$ cat src/sv/mbfa_pkg.sv
// Shared constants, command codes and the job record for the MSB-first bit-field block.
package mbfa_pkg;

    // Store geometry: each store is split into byte banks so that a field
    // spanning several bytes is fetched in one access.
    localparam int STORE_BYTES    = 4096;
    localparam int STORE_BITS     = STORE_BYTES * 8;
    localparam int MAX_FIELD_BITS = 32;
    localparam int BANKS          = 8;
    localparam int BANK_W         = $clog2(BANKS);
    localparam int BYTE_W         = $clog2(STORE_BYTES);
    localparam int ROW_W          = BYTE_W - BANK_W;
    localparam int ROWS           = STORE_BYTES / BANKS;

    // Port and field widths.
    localparam int ADDR_W  = BYTE_W + 3;
    localparam int CUR_W   = ADDR_W + 1;
    localparam int WID_W   = 6;
    localparam int VAL_W   = 32;
    localparam int STEP_W  = 16;

    // Byte window that covers any field at any bit offset.
    localparam int WIN_BYTES = (MAX_FIELD_BITS + 7) / 8 + 1;
    localparam int WIN_W     = WIN_BYTES * 8;
    localparam int SH_W      = $clog2(WIN_W + 1);

    // Command codes as they arrive on the input channel.
    typedef enum logic [1:0] {
        CMD_READ      = 2'd0,
        CMD_READ_NEXT = 2'd1,
        CMD_WRITE     = 2'd2,
        CMD_CURSOR    = 2'd3
    } t_cmd;

    // Memory operation that the back end has to carry out.
    typedef enum logic [1:0] {
        OP_NONE  = 2'd0,
        OP_READ  = 2'd1,
        OP_WRITE = 2'd2
    } t_op;

    // One classified request handed from the front end to the back end.
    typedef struct packed {
        t_op                op;
        logic               sel;
        logic [ADDR_W-1:0]  addr;
        logic [WID_W-1:0]   width;
        logic [VAL_W-1:0]   wval;
        logic [CUR_W-1:0]   cursor;
        logic               err;
    } t_job;

endpackage

$ cat src/sv/mbfa_queue.sv
// Two-entry job queue between the front end and the back end.
module mbfa_queue import mbfa_pkg::*; (
    input  logic i_clk,
    input  logic i_rst_n,
    input  logic i_push,
    input  t_job i_job,
    input  logic i_pop,
    output logic o_full,
    output logic o_empty,
    output t_job o_head
);

    t_job       r_slot [2];
    logic       r_wptr, n_wptr;
    logic       r_rptr, n_rptr;
    logic [1:0] r_count, n_count;

    assign o_full  = (r_count == 2'd2);
    assign o_empty = (r_count == 2'd0);
    assign o_head  = r_slot[r_rptr];

    // Pointer and fill count bookkeeping.
    always_comb begin
        n_wptr  = i_push ? !r_wptr : r_wptr;
        n_rptr  = i_pop ? !r_rptr : r_rptr;
        n_count = r_count;
        if (i_push && !i_pop) begin
            n_count = r_count + 2'd1;
        end else if (i_pop && !i_push) begin
            n_count = r_count - 2'd1;
        end
    end

    always_ff @(posedge i_clk) begin
        if (!i_rst_n) begin
            r_wptr  <= 1'b0;
            r_rptr  <= 1'b0;
            r_count <= 2'd0;
        end else begin
            r_wptr  <= n_wptr;
            r_rptr  <= n_rptr;
            r_count <= n_count;
        end
    end

    // Job storage carries no reset.
    always_ff @(posedge i_clk) begin
        if (i_push) begin
            r_slot[r_wptr] <= i_job;
        end
    end

    // The queue is never pushed when full nor popped when empty.
    a_no_overflow: assert property (@(posedge i_clk) disable iff (!i_rst_n)
        !(i_push && o_full) && !(i_pop && o_empty))
        else $error("queue overflow or underflow");

endmodule

$ cat config.mk
export PLATFORM = sky130hd
export DESIGN_NAME = mbfa_queue
export DESIGN_NICKNAME = d
export VERILOG_FILES = /design/src/sv/mbfa_pkg.sv /design/src/sv/mbfa_queue.sv
export SDC_FILE = /design/constraint.sdc
export NUM_CORES = 1
export LEC_CHECK = 0
export ABC_AREA = 0
export BUFFER_PORTS_ARGS = -buffer_cell sky130_fd_sc_hd__buf_2
export CAP_MARGIN = 10
export CORE_UTILIZATION = 35
export CTS_CLUSTER_DIAMETER = 80
export DETAILED_ROUTE_END_ITERATION = 7
export HOLD_SLACK_MARGIN = 0.03
export PLACE_DENSITY_LB_ADDON = 0.3
export SYNTH_ARGS = -nofsm -noshare
export SYNTH_HDL_FRONTEND = slang
export SYNTH_SLANG_ARGS = --single-unit
$ cat constraint.sdc
create_clock -name i_clk -period 5.07 [get_ports i_clk]
set_input_delay 0 -clock i_clk [delete_from_list [all_inputs] [get_ports i_clk]]
set_output_delay 0 -clock i_clk [all_outputs]
set_load 0.01 [all_outputs]
## Word level (Yosys, flattened, before mapping)

Memory sizes are Yosys's and may differ from the RTL's. A register that Yosys moved wholly into a read port is not among the register bits.
Index checks and enable logic that the tools add are counted.

| storage, ports and cells | value |
|---|---|
| memories kept | 1 |
| register bits after elaboration | 4 |
| bits in writable memories | 146 |

| operators by class | value |
|---|---|
| muxes and demuxes | 6 |
| add/sub/neg operators | 2 |
| reduce and logical (&&, ||, !) cells | 8 |
| eq/ne operators | 1 |

Memory list:

| name | depth | width | rd ports | clocked after memory_dff | write ports | line | text |
|---|---|---|---|---|---|---|---|
| r_slot | 2 | 73 | 1 | 1 | 1 | mbfa_queue.sv:13 | `t_job r_slot [2];` |

Operator list:

| cell | count |
|---|---|
| logical NOT 1 bit | 4 |
| two-way mux 1 bit | 4 |
| two-way mux 2 bit | 2 |
| adder 2 x 1 -> 2 bit (second input constant) | 1 |
| == test 2 bit (second input constant) | 1 |
| logical AND 1 bit | 2 |
| logical NOT 2 bit | 1 |
| nonzero test 2 bit | 1 |
| subtractor 2 x 1 -> 2 bit (second input constant) | 1 |

## Depth between registers and ports, before layout

| logic depth | value |
|---|---|
| depth in word-level cells | 4 |
| mapped depth | 5 |
| mapped depth without buffers | 5 |

## Least setup slack after synthesis

No wires, ideal clock.

| path | value |
|---|---|
| path kind | register to register |
| start | register r_wptr |
| end | memory r_slot[0][0] (netlist name), enable pin |
| path slack | 0.990 ns |
| required time | 4.556 ns |
| setup time | 0.514 ns |
| clock period less this slack | 4.080 ns |
| stages on the path, launching flop included | 2 |
| data arrival time | 3.566 ns |
| path buffers | 0 |
| path through | dfxtp_1 nor2b_1 |

RTL lines:

| item | line | text |
|---|---|---|
| from (decl) | mbfa_queue.sv:14 | `logic r_wptr, n_wptr;` |
| from (signal assigned) | mbfa_queue.sv:40 | `r_wptr <= n_wptr;` |
| to (decl) | mbfa_queue.sv:13 |  |

Straight into the memory's write port.

## Worst setup path after layout

| path | value |
|---|---|
| start | register r_wptr |
| end | memory r_slot[0][8] (netlist name), enable pin |

Straight into the memory's write port.

==> impl_metrics.env <==
export IMPL_synth_top_cell_area_share=0.795
export IMPL_crit_arrival_ns=2.20
export IMPL_cts_sinks=151
export IMPL_worstMarginPinSlew_ns=1.04
export IMPL_tns_ns=0
export IMPL_power_leakage_nw=2.95
export IMPL_grt_start_max_net_pins=74
export IMPL_yosysWarnings=0
export IMPL_finClkSkew_ns=0.00601
export IMPL_cp_start_kind="register"
export IMPL_netlist_area_um2=5510
export IMPL_htreeDepth=4
export IMPL_p_per_area_nw_per_um2=384
export IMPL_fin_nets=566
export IMPL_rrSetupSlack_ns=2.92
export IMPL_reg2reg_to="r_slot[0][8]"
export IMPL_synth_distinct_cells=17
export IMPL_vias_per_cell=4.33
export IMPL_drtAntennaViolNets=0
export IMPL_hold_ws_ns=0.121
export IMPL_num_antenna_cells=0
export IMPL_hold_start="i_push"
export IMPL_grt_overflow=0
export IMPL_critPathKind="reg -> reg"
export IMPL_hold_viol=0
export IMPL_fillers=1292
export IMPL_initial_utilization=0.361
export IMPL_synthCells=249
export IMPL_mostFrequentLayoutCell="buf_2"
export IMPL_top_layer_used="met4"
export IMPL_worst_path_largest_cell_delay_ns=0.77
export IMPL_synth_largest_area_cell="edfxtp_1"
export IMPL_ys_seq_area_frac=0.814
export IMPL_synth_area_top_cells="edfxtp_1 (80%), mux2_2 (15%), dfxtp_1 (1.8%)"
export IMPL_ys_ff_latch=151
export IMPL_clock_latency_ns=0.41
export IMPL_dp_cells=604
export IMPL_coreArea_um2=15300
export IMPL_rsz0062_at_grt="no"
export IMPL_dr_first_iter_drc_count=144
export IMPL_drive_gt1_frac=0.509
export IMPL_grt_use_total=0.133
export IMPL_layoutNonFillerInstCount=712
export IMPL_fmax_mhz=465
export IMPL_critPathSlowestCell="nor2b_4"
export IMPL_p_total_mw=3.00
export IMPL_num_vias=3084
export IMPL_numCtsBuffers=17
export IMPL_die_height_um=127
export IMPL_multi_input_area_um2=947
export IMPL_grt_pass1_vias=3224
export IMPL_peakVddDrop_v=0.000224
export IMPL_grt_pass1_wl_um=15900
export IMPL_wire_per_inst_um=14.3
export IMPL_cts_setup_buffers=0
export IMPL_setup_viol=0
export IMPL_grt_antenna_before_repair=0
export IMPL_reg2regPathDepth=2
export IMPL_dp_slack_ns=2.83
export IMPL_worstPathRequired_ns=5.12
export IMPL_dp_final_hpwl_um=5940
export IMPL_regToRegStartpoint="r_wptr"
export IMPL_drv_cap=0
export IMPL_min_path_cells=4
export IMPL_dieArea_um2=16300
export IMPL_period_minus_slack_ns=2.15
export IMPL_avgSynthCellArea_um2=22.1
export IMPL_drv_slew=0
export IMPL_wl_met2_um=4970
export IMPL_final_util=0.511
export IMPL_met3WireLength_um=699
export IMPL_drt_total_wl_um=10200
export IMPL_io_buffers=151
export IMPL_cts_tree="yes"
export IMPL_crit_fanout=41
export IMPL_wl_met1_um=4410
export IMPL_cts_max_path_buffers=2
export IMPL_regArea_um2=4490
export IMPL_gp_congestion=0.671
export IMPL_cp_end_kind="register"
export IMPL_whs_endpoint="r_count[1]"
export IMPL_root_buffer="clkbuf_16"
export IMPL_mostFrequentLayoutCells="buf_2 (151), edfxtp_1 (146), dlygate4sd3_1 (76)"
export IMPL_die_width_um=127
export IMPL_io_pins=152
export IMPL_fin_crit_sh=0.424
export IMPL_min_path_type="in -> reg"
export IMPL_area_delta_synth_final_pct=41.5
export IMPL_placed_area_um2=6470
export IMPL_cp_cell_sequence="nor2b_4, buf_4"
export IMPL_synth_fp_nets=327
export IMPL_drcViolationCount=0
export IMPL_firstDrtPassIters=4
export IMPL_run_status="finished, final reports clean"
export IMPL_slew_headroom=0.304
export IMPL_layout_setup_ws_ns=2.92
export IMPL_clk_pin_slew_ns=0.06
export IMPL_row_count=45
export IMPL_stdcell_area_um2=7800
[synth_stat cells (all sizes together)]
library cell	instances
mux2	73
ha	1
o21a	1
buf	8
nor2b	2
or3	1
a21boi	1
inv	1
edfxtp	146
and2b	1
nor2	1
o21ai	1
dfxtp	5
xnor2	1
xor2	2
and2	4
[area by class of cell]
type / instances / share of cell area
Clock buffer: 20 / 0.0560
Clock inverter: 12 / 0.0172
Inverter: 1 / 0.000481
Multi-Input combinational cell: 89 / 0.121
Sequential cell: 151 / 0.576
Tap cell: 211 / 0.0339
Timing Repair Buffer: 228 / 0.195
[registers in the layout, indices dropped and copies added, names as in the netlist, named ones only]
signal / count
r_rptr: 1
r_slot: 146
r_count: 2
r_wptr: 1
[power breakdown]
group	internal, mW	total, mW	leakage [nW]	switching [mW]
logic	0.169	0.298	1.26	0.129
registers	1.44	1.48	1.41	0.0381
clock network	0.763	1.22	0.280	0.453
[routing by layer]
metal / global-route usage / up-vias
met3: 0.0607 / 9
met2: 0.225 / 101
li1: - / 1462
met4: 0.0441 / 0
met5: 0 / -
met1: 0.148 / 1512
[critical path: cells and delay by family, from the launching register on]
kind | cells | cell delay, ns
buffers and inverters | 1 | 0.62
flip-flops | 1 | 0.34
AND/OR/NAND/NOR | 1 | 0.77
[worst max-delay path by stage]
stage / end / startpoint / cells after the start
global placement: r_slot[0][51] / r_wptr / 2
floorplan: r_slot[0][0] / r_wptr / 1
finish: r_slot[0][8] / r_wptr / 2
detailed placement: r_slot[0][10] / r_wptr / 2
global route: r_slot[0][69] / r_wptr / 2
CTS: r_slot[0][21] / r_wptr / 2
[kinds of logic after synthesis]
logic type	count (synthesis)	share of synthesized area
flops	151	0.814
compound gates	3	0.00363
mux	73	0.149
simple gates	9	0.0102
buf+inv	9	0.0163
xor+xnor	3	0.00477
fa+ha+maj	1	0.00227
[repair_timing]
| action | CTS | global route |
|---|---|---|
| gates resized for setup | 0 | 0 |
| hold buffers | 76 | 0 |
| hold endpoints to repair | 151 | 0 |
No activity file was read; power rests on OpenSTA's default activity.
