<file path="config.mk">
export PLATFORM = sky130hd
export DESIGN_NAME = mbfa_front
export DESIGN_NICKNAME = d
export VERILOG_FILES = /design/src/sv/mbfa_pkg.sv /design/src/sv/mbfa_front.sv
export SDC_FILE = /design/constraint.sdc
export NUM_CORES = 1
export LEC_CHECK = 0
export BUFFER_PORTS_ARGS = -buffer_cell sky130_fd_sc_hd__buf_2
export CAP_MARGIN = 20
export CORE_MARGIN = 2
export CORE_UTILIZATION = 45
export CTS_CLUSTER_DIAMETER = 60
export DETAILED_ROUTE_END_ITERATION = 16
export HOLD_SLACK_MARGIN = 0.1
export MAX_ROUTING_LAYER = met4
export PLACE_DENSITY = 0.77
export SLEW_MARGIN = 20
export SYNTH_ARGS = -nofsm -noshare
export SYNTH_HDL_FRONTEND = slang
export SYNTH_SLANG_ARGS = --single-unit
</file>
<file path="constraint.sdc">
create_clock -name i_clk -period 6.18 [get_ports i_clk]
set_clock_uncertainty 0.2 [all_clocks]
set_input_delay 1.236 -clock i_clk [delete_from_list [all_inputs] [get_ports i_clk]]
set_output_delay 1.236 -clock i_clk [all_outputs]
set_load 0.05 [all_outputs]
</file>
<file path="src/sv/mbfa_pkg.sv">
// Shared constants, command codes and the job record for the MSB-first bit-field block.
package mbfa_pkg;

    // Store geometry: each store is split into byte banks so that a field
    // spanning several bytes is fetched in one access.
    localparam int STORE_BYTES    = 4096;
    localparam int STORE_BITS     = STORE_BYTES * 8;
    localparam int MAX_FIELD_BITS = 32;
    localparam int BANKS          = 8;
    localparam int BANK_W         = $clog2(BANKS);
    localparam int BYTE_W         = $clog2(STORE_BYTES);
    localparam int ROW_W          = BYTE_W - BANK_W;
    localparam int ROWS           = STORE_BYTES / BANKS;

    // Port and field widths.
    localparam int ADDR_W  = BYTE_W + 3;
    localparam int CUR_W   = ADDR_W + 1;
    localparam int WID_W   = 6;
    localparam int VAL_W   = 32;
    localparam int STEP_W  = 16;

    // Byte window that covers any field at any bit offset.
    localparam int WIN_BYTES = (MAX_FIELD_BITS + 7) / 8 + 1;
    localparam int WIN_W     = WIN_BYTES * 8;
    localparam int SH_W      = $clog2(WIN_W + 1);

    // Command codes as they arrive on the input channel.
    typedef enum logic [1:0] {
        CMD_READ      = 2'd0,
        CMD_READ_NEXT = 2'd1,
        CMD_WRITE     = 2'd2,
        CMD_CURSOR    = 2'd3
    } t_cmd;

    // Memory operation that the back end has to carry out.
    typedef enum logic [1:0] {
        OP_NONE  = 2'd0,
        OP_READ  = 2'd1,
        OP_WRITE = 2'd2
    } t_op;

    // One classified request handed from the front end to the back end.
    typedef struct packed {
        t_op                op;
        logic               sel;
        logic [ADDR_W-1:0]  addr;
        logic [WID_W-1:0]   width;
        logic [VAL_W-1:0]   wval;
        logic [CUR_W-1:0]   cursor;
        logic               err;
    } t_job;

endpackage

</file>
<file path="src/sv/mbfa_front.sv">
// Front end: accepts requests, keeps both cursors and classifies each request into a job.
module mbfa_front import mbfa_pkg::*; (
    input  logic              i_clk,
    input  logic              i_rst_n,
    input  logic              i_valid,
    output logic              o_stall,
    input  logic [1:0]        i_command,
    input  logic              i_buffer_select,
    input  logic [ADDR_W-1:0] i_bit_address,
    input  logic [WID_W-1:0]  i_field_width,
    input  logic [VAL_W-1:0]  i_write_value,
    input  logic              i_cursor_mode,
    input  logic [STEP_W-1:0] i_step_bits,
    input  logic              i_q_full,
    output logic              o_push,
    output t_job              o_job
);

    localparam logic [CUR_W:0]   STORE_END = (CUR_W + 1)'(STORE_BITS);
    localparam logic [WID_W-1:0] WID_MAX   = WID_W'(MAX_FIELD_BITS);

    logic [CUR_W-1:0] r_cursor_ins, n_cursor_ins;
    logic [CUR_W-1:0] r_cursor_ctx, n_cursor_ctx;
    logic [WID_W-1:0] width;
    logic [CUR_W-1:0] cur;
    logic [CUR_W-1:0] next_cur;
    logic [CUR_W:0]   addr_end;
    logic [CUR_W:0]   cur_end;
    logic [CUR_W:0]   cur_step;
    logic             accept;

    // A request is taken whenever the queue has room.
    assign o_stall = i_q_full;
    assign accept  = i_valid && !i_q_full;
    assign o_push  = accept;

    // Width saturation and end-of-field sums for the range checks.
    always_comb begin
        width    = (i_field_width > WID_MAX) ? WID_MAX : i_field_width;
        cur      = i_buffer_select ? r_cursor_ctx : r_cursor_ins;
        addr_end = (CUR_W + 1)'(i_bit_address) + (CUR_W + 1)'(width);
        cur_end  = (CUR_W + 1)'(cur) + (CUR_W + 1)'(width);
        cur_step = (CUR_W + 1)'(cur) + (CUR_W + 1)'(i_step_bits);
    end

    // Classify the request and work out the cursor it leaves behind.
    always_comb begin
        o_job.sel   = i_buffer_select;
        o_job.addr  = i_bit_address;
        o_job.width = width;
        o_job.wval  = i_write_value;
        o_job.op    = OP_NONE;
        o_job.err   = 1'b0;
        next_cur    = cur;
        unique case (t_cmd'(i_command))
            CMD_READ: begin
                o_job.err = (addr_end > STORE_END);
                if (!o_job.err && width != '0) begin
                    o_job.op = OP_READ;
                end
            end
            CMD_READ_NEXT: begin
                o_job.addr = cur[ADDR_W-1:0];
                if (cur_end > STORE_END) begin
                    o_job.err = 1'b1;
                    next_cur  = STORE_END[CUR_W-1:0];
                end else begin
                    next_cur = cur_end[CUR_W-1:0];
                    if (width != '0) begin
                        o_job.op = OP_READ;
                    end
                end
            end
            CMD_WRITE: begin
                o_job.err = (addr_end > STORE_END);
                if (!o_job.err && width != '0) begin
                    o_job.op = OP_WRITE;
                end
            end
            CMD_CURSOR: begin
                if (i_cursor_mode) begin
                    if (cur_step > STORE_END) begin
                        o_job.err = 1'b1;
                        next_cur  = STORE_END[CUR_W-1:0];
                    end else begin
                        next_cur = cur_step[CUR_W-1:0];
                    end
                end else begin
                    next_cur = CUR_W'(i_bit_address);
                end
            end
            default: begin
                o_job.op = OP_NONE;
            end
        endcase
        o_job.cursor = next_cur;
    end

    // Cursor update for the selected store.
    always_comb begin
        n_cursor_ins = r_cursor_ins;
        n_cursor_ctx = r_cursor_ctx;
        if (accept) begin
            if (i_buffer_select) begin
                n_cursor_ctx = next_cur;
            end else begin
                n_cursor_ins = next_cur;
            end
        end
    end

    always_ff @(posedge i_clk) begin
        if (!i_rst_n) begin
            r_cursor_ins <= '0;
            r_cursor_ctx <= '0;
        end else begin
            r_cursor_ins <= n_cursor_ins;
            r_cursor_ctx <= n_cursor_ctx;
        end
    end

    // Both cursors stay within the store at all times.
    a_cursor_bound: assert property (@(posedge i_clk) disable iff (!i_rst_n)
        (r_cursor_ins <= STORE_END[CUR_W-1:0]) && (r_cursor_ctx <= STORE_END[CUR_W-1:0]))
        else $error("cursor beyond store end");

endmodule

</file>
Word level (Yosys, flattened, before mapping)
Cells that the tools add are included.
{"block": "totals", "regBits": 32, "output_inout_bits": 75, "word_cells": 38}
{"block": "op_classes", "addsub": 3, "n_lt_le_gt_ge": 4, "n_eq_ne": 3, "mux": 16, "bitwise_logic": 1, "n_reduce_logical": 9}
{"cell": "$mux 16", "n": 4}
{"cell": "$gt 17x16->1 const B", "n": 2}
{"cell": "$pmux 16 s2", "n": 1}
{"cell": "$add 16x16->17", "n": 1}
{"cell": "$add 16x6->17", "n": 1}
{"cell": "$add 15x6->16", "n": 1}
{"cell": "$gt 16x16->1 const B", "n": 1}
{"cell": "$mux 15", "n": 1}
{"cell": "$gt 6x6->1 const B", "n": 1}
{"cell": "$mux 1", "n": 6}
{"cell": "$mux 6", "n": 1}
{"cell": "$pmux 2 s3", "n": 1}
{"cell": "$reduce_bool 6->1", "n": 1}
{"cell": "$eq 2x2->1 const B", "n": 2}
{"cell": "$reduce_and 2->1", "n": 2}
{"cell": "$pmux 1 s3", "n": 1}
{"cell": "$eq 2x1->1 const B", "n": 1}
{"cell": "$logic_and 1x1->1", "n": 2}
{"cell": "$logic_not 1->1", "n": 2}
{"cell": "$logic_not 2->1", "n": 1}
{"cell": "$mux 2", "n": 1}
{"cell": "$reduce_or 2->1", "n": 1}
{"cell": "$not 1->1", "n": 1}

Depth between registers and ports, before layout
{"block": "depth", "depth_word": 8, "mapped_depth": 15, "depth_no_buf": 11}

Worst setup path after synthesis
OpenSTA, ideal clock, no wires.
{"block": "synth_path", "path_type": "input to output", "startpoint": "in i_buffer_select", "endpoint": "out o_job[13] (netlist name)", "t_arrival_ns": 5.448, "path_slack_ns": -0.704, "path_stages": 12, "path_buffers": 3, "path_cell_list": "buf_6 > buf_6 > clkbuf_1 > mux2_2 > ha_1 > fa_1 > a21o_1 > a221oi_2 > nand4b_1 > a21oi_1 > a2111o_1 > o311ai_1"}
{"item": "start: declaration", "line": "mbfa_front.sv:8", "source": "input logic i_buffer_select,"}
{"item": "end: declaration", "line": "mbfa_front.sv:16", "source": "output t_job o_job"}

==> out/qor.yml <==
place:
  hpwl_mm: 10.9
  placed_area_um2: 4750
  gp_congestion: 0.962
  place.port_buffers: 87
logic_synthesis:
  synth_top_family_by_area: "compound AO/OA/AOI/OAI gates"
  ys_async_sr_fraction_pct: 0
  synth_nets: 662
  synthTopCellsByCount: "a21oi_1, o21ai_0, nand2_1, nor2_1, buf_4"
  yosysWarnings: 0
  synth_mux_area_share_pct: 5.61
  synth_xor_area_share_pct: 5.58
  avgSynthCellArea_um2: 7.37
  synth_top_area_share_pct: 15.7
  yosysTopAreaCell: "dfxtp_1"
  synth_fa_ha_area_share_pct: 10.1
  synth_area_leaders: "dfxtp_1, ha_1, a21oi_1"
  ys_ff_latch: 32
  yosysUniqueCellTypes: 70
  synth.most_common_cell: "a21oi_1"
  synth_ff_type: "dfxtp_1"
  synthCells: 554
  synth_edf_count: 0
  synth-compound-area-share_pct: 30.7
  synthesis.area_um2: 4080
  yosys.area_share.simple_pct: 20.3
  yosysSeqAreaShare_pct: 15.7
sta:
  whs_ns: 0.328
  max_freq_mhz: 165
  relSlewSlack_pct: 50.3
  slew_violations: 0
  finalSetupViolCount: 0
  hold_viol: 0
  post-route-min-period_ns: 6.07
  worst_pin_slew_ns: 0.744
  period_share_pct: 98.2
detailed_routing:
  viasPerCell: 6.08
  routed_wl_mm: 13.4
  drt-pass1-iter-count: 5
  vias: 4576
  drt-initial-drc-count: 376
  wl_per_cell_um: 17.7
  ant_nets: 0
  drt_drc_violations_left: 0
final_layout:
  fin_nets: 752
  design_area_um2: 4940
  layout-drive-gt1-share_pct: 29.6
  fillers: 822
  multiInputGateArea_um2: 3070
  syn_to_final_growth_pct: 21.1
  regArea_um2: 641
  n_antenna_cell: 0
power_and_ir_drop:
  cellPowerDensity_nw_per_um2: 168
  finalPower_w: 0.000831
  p_leak_nw: 2.48
  vdd_drop_max_v: 0.000115
critical_path:
  path_delay_family: "simple AND/OR/NAND/NOR gates"
  crit_buf_inv: 2
  path_common_cell: "or3_1"
  crit_type: "in -> out"
  crit_path_end_kind: "primary output"
  max_stage_delay_ns: 0.53
  critPathSlowestCell: "or4_1"
  start_kind: "input pin"
  arrival_ns: 4.63
  worst-path-max-fanout: 6
  crit_chain: "clkbuf_4, mux2_4, ha_1, fa_1, xor2_1, or3_1, or3_1, or4_1, nor4_2, a41oi_2, a211o_1, buf_2"
  worstPathRequired_ns: 4.74
status:
  status: "finished, final reports clean"
floorplanning:
  die_w_um: 99.2
  ios: 152
  fp.coreArea_um2: 8760
  dieArea_um2: 9850
  fp-row-count: 34
  chipHeight_um: 99.2
  initial_core_util_pct: 46.6
clocking:
  cts_tree: "done"
  root_buffer: "clkbuf_8"
  cts_buffer_depth: 2
  h-tree-depth: 2
  clock_latency_ns: 0.28
  clk_pin_slew_worst_paths_ns: 0.07
  cts.sinks: 32
  numCtsBuffers: 5
  postCtsSetupBuffers: 0
job:
  maxCapViolCount: 0
hold_path:
  hold_class: "reg -> reg"
global_route:
  overflow: 0
  grt_max_degree: 31
  grt_pass1_vias: 4325
  antenna_found_initial: 0
  grt_usage_pct: 27.3
  grt_pass1_wl_mm: 21.3
==> timing repair <==
item                                    CTS  global route
resized for setup                         0            19
endpoints found under the setup margin    0            16
hold buffers                              0             0
==> worst reg2reg max path: stages (launching register included) <==
cell      delay (ns)
dfxtp_1         0.32
mux2i_1         0.23
inv_1           0.15
ha_1            0.35
nor2_1          0.09
buf_4           0.16
a211oi_1        0.41
nand4_1         0.22
mux2_4          0.41
nand2_1         0.18
o221ai_1        0.18
a21o_1          0.24
o211a_1         0.25
==> report_power, final <==
part,internal [W],switching [W]
registers,0.000216,0.00000906
logic,0.000144,0.000264
clock network,0.000119,0.0000788
total,0.000480,0.000352
==> cell type report <==
cell class	instances	share of cell area, %
multi-input cells	429	62.1
repair buffers	142	17.3
flip-flops and latches	32	13.0
well taps	108	2.73
inverters	34	2.58
clock buffers	5	1.39
clock inverters	3	0.861
==> kinds of logic (layout without fill, tap and decap cells) <==
kind of cell,count (synthesis),after routing
compound gates,189,189
simple gates,162,162
buf+inv,93,184
flops,32,32
fa+ha+maj,31,31
xor+xnor,26,26
mux,21,21
==> state kept, by name, indices dropped and copies added, names as in the netlist <==
signal and count:
r_cursor_ctx 16, r_cursor_ins 16
==> path summary, 6_finish.rpt <==
path / from / endpoint / slack, ns / cells after the start
max: i_buffer_select / o_job[0] / 0.11 / 12
min: r_cursor_ins[15]$_SDFFE_PN0P_ / r_cursor_ins[15]$_SDFFE_PN0P_ / 0.33 / 2
max reg2reg: r_cursor_ctx[5]$_SDFFE_PN0P_ / r_cursor_ins[9]$_SDFFE_PN0P_ / 2.67 / 12
min reg2reg: r_cursor_ins[15]$_SDFFE_PN0P_ / r_cursor_ins[15]$_SDFFE_PN0P_ / 0.33 / 2
==> routing by layer <==
metal / GRT usage (%) / wire [um] / vias to the layer above
met1: 34.7 / 5620 / 2116
li1: - / - / 2181
met5: - / 0 / -
met4: 10.1 / 448 / 0
met3: 4.78 / 1120 / 47
met2: 43.6 / 6170 / 232
==> through the flow <==
stage / setup TNS [ns] / setup slack, ns / instances / util [%]
after CTS: 0 / 0.0153 / 753 / 55.5
after detailed placement: 0 / 0.0207 / 745 / 54.2
after global placement: 0 / 0.0461 / 745 / 54.2
after floorplan: 0 / 0.00172 / 554 / -
after global routing: -0.0354 / -0.0354 / 753 / 56.4
final: 0 / 0.111 / 753 / 56.4
==> cell usage in the layout, fill, tap and decap left out, types with 3 or more instances in the layout <==
master	count
mux2i_2	8
or4_1	5
nor3_1	12
buf_2	85
a21oi_2	4
nand3_1	16
o21a_1	3
nand2_1	41
a21oi_1	50
a2111o_1	3
a21o_1	13
a211oi_2	3
buf_4	55
dfxtp_1	32
nor2b_2	3
xnor2_1	18
a31oi_1	6
o21ai_0	49
a21boi_0	3
inv_1	33
ha_1	28
a221oi_2	3
o221ai_1	3
mux2i_1	10
xor2_1	8
nor2b_1	7
a211oi_1	10
o211a_1	3
nand2b_1	7
or3_1	6
a41oi_1	3
o31ai_1	4
nand4_1	10
o211ai_1	4
clkbuf_8	5
nor2_1	36
(Power assumes the default switching activity.)
